[src/rtl/ils_pkg.sv]
package ils_pkg;

  localparam int CAPACITY = 64;
  localparam int ADDR_W   = $clog2(CAPACITY);
  localparam int CNT_W    = $clog2(CAPACITY + 1);
  localparam int POS_W    = 7;
  localparam int CMP_W    = (CNT_W > POS_W) ? CNT_W : POS_W;

  localparam logic [2:0] OP_READ     = 3'd0;
  localparam logic [2:0] OP_INS_HEAD = 3'd1;
  localparam logic [2:0] OP_INS_TAIL = 3'd2;
  localparam logic [2:0] OP_INS_AT   = 3'd3;
  localparam logic [2:0] OP_DELETE   = 3'd4;

  localparam logic [1:0] ST_DONE  = 2'd0;
  localparam logic [1:0] ST_RANGE = 2'd1;
  localparam logic [1:0] ST_FULL  = 2'd2;

  localparam logic signed [31:0] READ_MISS = -32'sd1;

  typedef enum logic [4:0] {
    S_IDLE   = 5'b00001,
    S_RDWAIT = 5'b00010,
    S_SHIFT  = 5'b00100,
    S_DRAIN  = 5'b01000,
    S_PUT    = 5'b10000
  } state_t;

endpackage

[src/rtl/indexed_list_store_unit.sv]
// Channel   Ports                            Handshake
// request   func, position, value            start && !busy
// result    read_value, status, list_length  done, one cycle
//
// A read passes through S_RDWAIT; an ignored or refused request finishes in S_IDLE. An insert
// at p < count runs S_SHIFT, S_DRAIN and S_PUT, one at the end S_PUT alone; a delete at
// p < count - 1 runs S_SHIFT and S_DRAIN, one of the last entry ends in S_IDLE. Moves go
// through the entry memory one entry per cycle, with one read and one write in each cycle.
// Reset clears the entry count; the entry memory is not cleared.
// The receiver cannot stall: done is shown for exactly one cycle per result.
module indexed_list_store_unit (
  input  logic                    clk,
  input  logic                    rst,
  input  logic                    start,
  output logic                    busy,
  input  logic [2:0]              func,
  input  logic [6:0]              position,
  input  logic signed [31:0]      value,
  output logic                    done,
  output logic signed [31:0]      read_value,
  output logic [1:0]              status,
  output logic [6:0]              list_length
);

  ils_pkg::state_t state;

  logic signed [31:0]              mem [ils_pkg::CAPACITY];
  logic signed [31:0]              rdata;
  logic [ils_pkg::ADDR_W-1:0]      rd_addr;
  logic [ils_pkg::ADDR_W-1:0]      rptr;
  logic [ils_pkg::ADDR_W-1:0]      last;
  logic [ils_pkg::ADDR_W-1:0]      wr_addr;
  logic [ils_pkg::ADDR_W-1:0]      pos_reg;
  logic signed [31:0]              value_reg;
  logic                            is_ins;
  logic                            wr_pend;
  logic [ils_pkg::CNT_W-1:0]       count;

  logic                            accept;
  logic [ils_pkg::CMP_W-1:0]       pos_ext;
  logic [ils_pkg::CMP_W-1:0]       cnt_ext;
  logic [ils_pkg::CMP_W-1:0]       ins_pos;
  logic                            ins_ok;
  logic                            full;

  assign busy    = (state != ils_pkg::S_IDLE);
  assign accept  = start && !busy;
  assign pos_ext = ils_pkg::CMP_W'(position);
  assign cnt_ext = ils_pkg::CMP_W'(count);
  assign full    = (cnt_ext == ils_pkg::CMP_W'(ils_pkg::CAPACITY));
  assign list_length = cnt_ext[6:0];

  always_comb begin
    case (func)
      ils_pkg::OP_INS_HEAD: begin
        ins_pos = '0;
        ins_ok  = 1'b1;
      end
      ils_pkg::OP_INS_TAIL: begin
        ins_pos = cnt_ext;
        ins_ok  = 1'b1;
      end
      default: begin
        ins_pos = pos_ext;
        ins_ok  = (pos_ext <= cnt_ext);
      end
    endcase
  end

  always_comb begin
    if (state == ils_pkg::S_SHIFT) begin
      rd_addr = rptr;
    end else begin
      rd_addr = ils_pkg::ADDR_W'(position);
    end
  end

  always_ff @(posedge clk) begin
    rdata <= mem[rd_addr];
    if (wr_pend) begin
      mem[wr_addr] <= rdata;
    end else if (state == ils_pkg::S_PUT) begin
      mem[pos_reg] <= value_reg;
    end
  end

  always_ff @(posedge clk) begin
    if (rst) begin
      state   <= ils_pkg::S_IDLE;
      done    <= 1'b0;
      wr_pend <= 1'b0;
      count   <= '0;
    end else begin
      done    <= 1'b0;
      wr_pend <= (state == ils_pkg::S_SHIFT);
      case (state)
        ils_pkg::S_IDLE: begin
          if (accept) begin
            read_value <= '0;
            status     <= ils_pkg::ST_DONE;
            case (func)
              ils_pkg::OP_READ: begin
                if (pos_ext < cnt_ext) begin
                  state <= ils_pkg::S_RDWAIT;
                end else begin
                  read_value <= ils_pkg::READ_MISS;
                  status     <= ils_pkg::ST_RANGE;
                  done       <= 1'b1;
                end
              end
              ils_pkg::OP_INS_HEAD, ils_pkg::OP_INS_TAIL, ils_pkg::OP_INS_AT: begin
                if (!ins_ok) begin
                  status <= ils_pkg::ST_RANGE;
                  done   <= 1'b1;
                end else if (full) begin
                  status <= ils_pkg::ST_FULL;
                  done   <= 1'b1;
                end else begin
                  pos_reg   <= ils_pkg::ADDR_W'(ins_pos);
                  value_reg <= value;
                  is_ins    <= 1'b1;
                  if (ins_pos == cnt_ext) begin
                    state <= ils_pkg::S_PUT;
                  end else begin
                    rptr  <= ils_pkg::ADDR_W'(cnt_ext - ils_pkg::CMP_W'(1));
                    last  <= ils_pkg::ADDR_W'(ins_pos);
                    state <= ils_pkg::S_SHIFT;
                  end
                end
              end
              ils_pkg::OP_DELETE: begin
                if (pos_ext >= cnt_ext) begin
                  status <= ils_pkg::ST_RANGE;
                  done   <= 1'b1;
                end else if (pos_ext == cnt_ext - ils_pkg::CMP_W'(1)) begin
                  count <= count - ils_pkg::CNT_W'(1);
                  done  <= 1'b1;
                end else begin
                  is_ins <= 1'b0;
                  rptr   <= ils_pkg::ADDR_W'(pos_ext + ils_pkg::CMP_W'(1));
                  last   <= ils_pkg::ADDR_W'(cnt_ext - ils_pkg::CMP_W'(1));
                  state  <= ils_pkg::S_SHIFT;
                end
              end
              default: begin
                status <= ils_pkg::ST_RANGE;
                done   <= 1'b1;
              end
            endcase
          end
        end
        ils_pkg::S_RDWAIT: begin
          read_value <= rdata;
          done       <= 1'b1;
          state      <= ils_pkg::S_IDLE;
        end
        ils_pkg::S_SHIFT: begin
          if (is_ins) begin
            wr_addr <= rptr + ils_pkg::ADDR_W'(1);
          end else begin
            wr_addr <= rptr - ils_pkg::ADDR_W'(1);
          end
          if (rptr == last) begin
            state <= ils_pkg::S_DRAIN;
          end else if (is_ins) begin
            rptr <= rptr - ils_pkg::ADDR_W'(1);
          end else begin
            rptr <= rptr + ils_pkg::ADDR_W'(1);
          end
        end
        ils_pkg::S_DRAIN: begin
          if (is_ins) begin
            state <= ils_pkg::S_PUT;
          end else begin
            count <= count - ils_pkg::CNT_W'(1);
            done  <= 1'b1;
            state <= ils_pkg::S_IDLE;
          end
        end
        ils_pkg::S_PUT: begin
          count <= count + ils_pkg::CNT_W'(1);
          done  <= 1'b1;
          state <= ils_pkg::S_IDLE;
        end
        default: begin
          state <= ils_pkg::S_IDLE;
        end
      endcase
    end
  end

`ifndef SYNTHESIS
  a_count_bound: assert property (@(posedge clk) disable iff (rst)
    cnt_ext <= ils_pkg::CMP_W'(ils_pkg::CAPACITY))
    else $error("Entry count exceeds capacity.");

  a_accept_progress: assert property (@(posedge clk) disable iff (rst)
    accept |=> (busy || done))
    else $error("Accepted transaction neither started nor finished.");

  a_shift_nonempty: assert property (@(posedge clk) disable iff (rst)
    (state == ils_pkg::S_SHIFT) |-> (count != '0))
    else $error("Entry move running on an empty list.");

  a_put_port_free: assert property (@(posedge clk) disable iff (rst)
    (state == ils_pkg::S_PUT) |-> !wr_pend)
    else $error("Value write collides with a pending move write.");
`endif

endmodule
[config.mk]
export PLATFORM = sky130hd
export DESIGN_NAME = indexed_list_store_unit
export DESIGN_NICKNAME = d
export VERILOG_FILES = /design/src/rtl/ils_pkg.sv /design/src/rtl/indexed_list_store_unit.sv
export SDC_FILE = /design/constraint.sdc
export NUM_CORES = 2
export LEC_CHECK = 0
export BUFFER_PORTS_ARGS = -buffer_cell sky130_fd_sc_hd__buf_4
export CAP_MARGIN = 20
export CORE_MARGIN = 3
export CORE_UTILIZATION = 45
export DETAILED_ROUTE_END_ITERATION = 7
export PLACE_DENSITY = 0.63
export SYNTH_ARGS = -nofsm -noshare
export SYNTH_HDL_FRONTEND = slang
export SYNTH_SLANG_ARGS = --single-unit
[constraint.sdc]
create_clock -name clk -period 10.6 [get_ports clk]
set_input_delay 1.59 -clock clk [delete_from_list [all_inputs] [get_ports clk]]
set_output_delay 1.59 -clock clk [all_outputs]
set_load 0.1 [all_outputs]
==> flow_metrics.py <==
metrics = {
    "grt": {
        "antenna_found_initial": 12,
        "grt_pass1_wl_mm": 386,
        "overflow": 0,
        "grt_pass1_vias": 50900,
        "grt_max_degree": 151,
        "grt_util_all_layers_pct": 27.4,
    },
    "timing": {
        "rsz0062_at_grt": "no",
        "slew_headroom_pct": 21.3,
        "finalCritPeriodShare_pct": 53.9,
        "setup_violations": 0,
        "timing.hold.ws_ns": 0.532,
        "period_minus_slack_ns": 5.71,
        "max_freq_mhz": 175,
        "layout_setup_ws_ns": 4.89,
        "fin_skew_ns": 0.0341,
        "hold_violations": 0,
        "fin_tns_setup_ns": 0,
        "final_max_slew_viol_count": 0,
        "worst_pin_slew_ns": 1.18,
    },
    "final_layout": {
        "regArea_sq_um": 65200,
        "regMostFlops": "mem",
        "multi_input_area_sq_um": 20100,
        "area_growth_pct": 13.2,
        "layout.cells.non_filler": 8666,
        "nFillCells": 15600,
        "fin_nets": 6020,
        "final_common_cell": "edfxtp_1",
        "layout_common_cells": "2,139 x edfxtp_1, 1,198 x nand2_1, 343 x nand3_1, 338 x mux2i_1, 222 x a21oi_1",
        "largest_reg_flops": 2048,
        "drive_gt1_share_pct": 12.5,
    },
    "synth": {
        "synth_top_area_cell": "edfxtp_1",
        "synth_top_area_share_pct": 74.3,
        "async_flop_share_pct": 0,
        "ys_seq_area_share_pct": 75.4,
        "synth_edf_count": 2139,
        "yosysWarnings": 0,
        "avgSynthCellArea_sq_um": 14.7,
        "netlist_instances": 5863,
        "synthFlopType": "edfxtp_1",
        "synthTopCellsByArea": "edfxtp_1 74%, nand2_1 5.2%, mux2i_1 4.0%",
        "synth_area_sq_um": 86500,
        "synth.net_count": 5921,
        "synth-seq-cells": 2185,
        "ys_types": 83,
    },
    "place": {
        "dp_slack_ns": 4.88,
        "port_buffers": 87,
        "dp_hpwl_mm": 148,
        "dp.cells": 8238,
        "globalplace.congestion": 0.854,
    },
    "drt": {
        "drtAntennaViolNets": 0,
        "drt_iter0_markers": 7619,
        "viasPerCell": 6.30,
        "wirelength_mm": 275,
        "first_pass_iters": 6,
        "drc_errors": 0,
        "vias": 54600,
        "wl_per_cell_um": 31.8,
    },
    "cts": {
        "cts_root_buffer": "clkbuf_16",
        "cts_resized": 0,
        "clock-sinks": 2185,
        "cts_buffers": 214,
        "ctsHoldBuffers": 0,
        "clkTransAtPathRegs_ns": 0.06,
        "clock_latency_ns": 0.88,
        "clockBufferDepth": 3,
        "cts_setup_buffers": 0,
        "htreeDepth": 4,
        "cts_tree": "built",
    },
    "run": {
        "max_cap_violations": 0,
    },
    "power": {
        "power_w": 0.0190,
        "peakVddDrop_mv": 0.141,
        "cellLeakagePower_nw": 32.9,
        "power_density_nw_per_um2": 194,
    },
    "die": {
        "die_w_um": 444,
        "num_rows": 160,
        "die_area_sq_um": 197000,
        "start_util_pct": 45.4,
        "dieHeight_um": 444,
        "core_sq_um": 191000,
        "num_io_pins": 88,
    },
    "critical_path": {
        "end_kind": "register",
        "r2r_cells": 8,
        "required_ns": 11.09,
        "worstSetupStartpointType": "register",
        "path_max_fanout": 38,
        "crit_type": "reg -> reg",
        "worstPathArrival_ns": 6.20,
    },
    "outcome": {
        "status": "finished, final reports clean",
    },
    "hold_path": {
        "min_path_cells": 1,
        "hp-class": "reg -> reg",
    },
}
critical path: stages (launching register included):
cell and delay (ns):
dfxtp_1 0.82, nand3_1 0.66, nor2_4 0.47, buf_4 0.83
nand3_1 0.16, o21ai_0 0.16, nand2_1 0.51, nor2_4 1.09
buf_4 0.58
where the power goes:
| group | internal, W | leakage (nW) | switching, W |
|---|---|---|---|
| Sequential | 0.00986 | 19.7 | 0.0000482 |
| Combinational | 0.000355 | 9.70 | 0.00111 |
| Clock | 0.00433 | 3.47 | 0.00332 |
| Total | 0.0145 | 32.9 | 0.00448 |
stage by stage:
stage                     utilization [%]  instance area [sq um]
after floorplan                         -                  86500
after global routing                 51.4                  97900
after global placement               47.4                  90300
after CTS                            51.1                  97500
after detailed placement             47.5                  90400
final                                51.4                  97900
kinds of logic (layout without fill, tap and decap cells):
family                     after synthesis  after routing  synth area share (%)
DFF                                   2185           2185                  75.4
buffers and inverters                  397            678                  2.15
adders and majority gates               13             13                 0.188
muxes                                  411            411                  5.23
other                                    0             11                     0
AOI/OAI and AO/OA                      869            869                  6.81
xor gates and xnor gates                34             34                 0.376
and+or+nand+nor                       1954           1954                  9.88
layout make-up:
cell class / instances / area share, %
clock buffer: 266 / 5.89
inverter: 26 / 0.0997
antenna: 11 / 0.0281
clock inverter: 132 / 1.30
timing repair buffer: 254 / 2.38
sequential: 2185 / 66.6
multi-input combinational: 3281 / 20.5
tap: 2511 / 3.21
cells in the mapped netlist (6+ instances only):
cell,number
o221ai_1,44
buf_2,124
inv_1,25
a221oi_1,10
xnor2_1,23
dfxtp_1,46
o311a_1,7
nor4_1,23
nand3_1,344
a21oi_1,225
and4_1,7
nand2b_1,24
nor2_1,125
buf_6,14
a22oi_1,52
mux2i_1,342
o22ai_1,72
o21ai_0,79
or2_2,6
nand4_1,98
nor3_1,26
o211ai_1,15
o31ai_1,7
xor2_1,9
nand2_1,1201
o2111ai_1,8
a211oi_1,59
or3_1,18
buf_4,24
and3_1,40
mux2_2,38
or4_1,14
a32oi_1,78
a31oi_1,98
ha_1,13
a21o_1,40
mux4_2,27
o211a_1,7
clkbuf_1,178
edfxtp_1,2139
buf_1,29
o311ai_0,17
metal layers:
| metal | up-vias | global-route usage (%) | wire (um) |
|---|---|---|---|
| met1 | 27800 | 38.5 | 107000 |
| met2 | 3620 | 42.2 | 125000 |
| met5 | - | 0 | 17 |
| met4 | 2 | 10.2 | 11300 |
| met3 | 546 | 5.85 | 32000 |
| li1 | 22700 | - | - |
final timing paths:
path / from / end / slack (ns)
setup / recovery: state[4] / mem[56][9] / 4.89
hold / removal: rdata[8] / read_value[8] / 0.53
setup reg to reg: state[4] / mem[56][9] / 4.89
hold reg to reg: rdata[8] / read_value[8] / 0.53
Note: power is estimated with default switching activity, not from simulation.
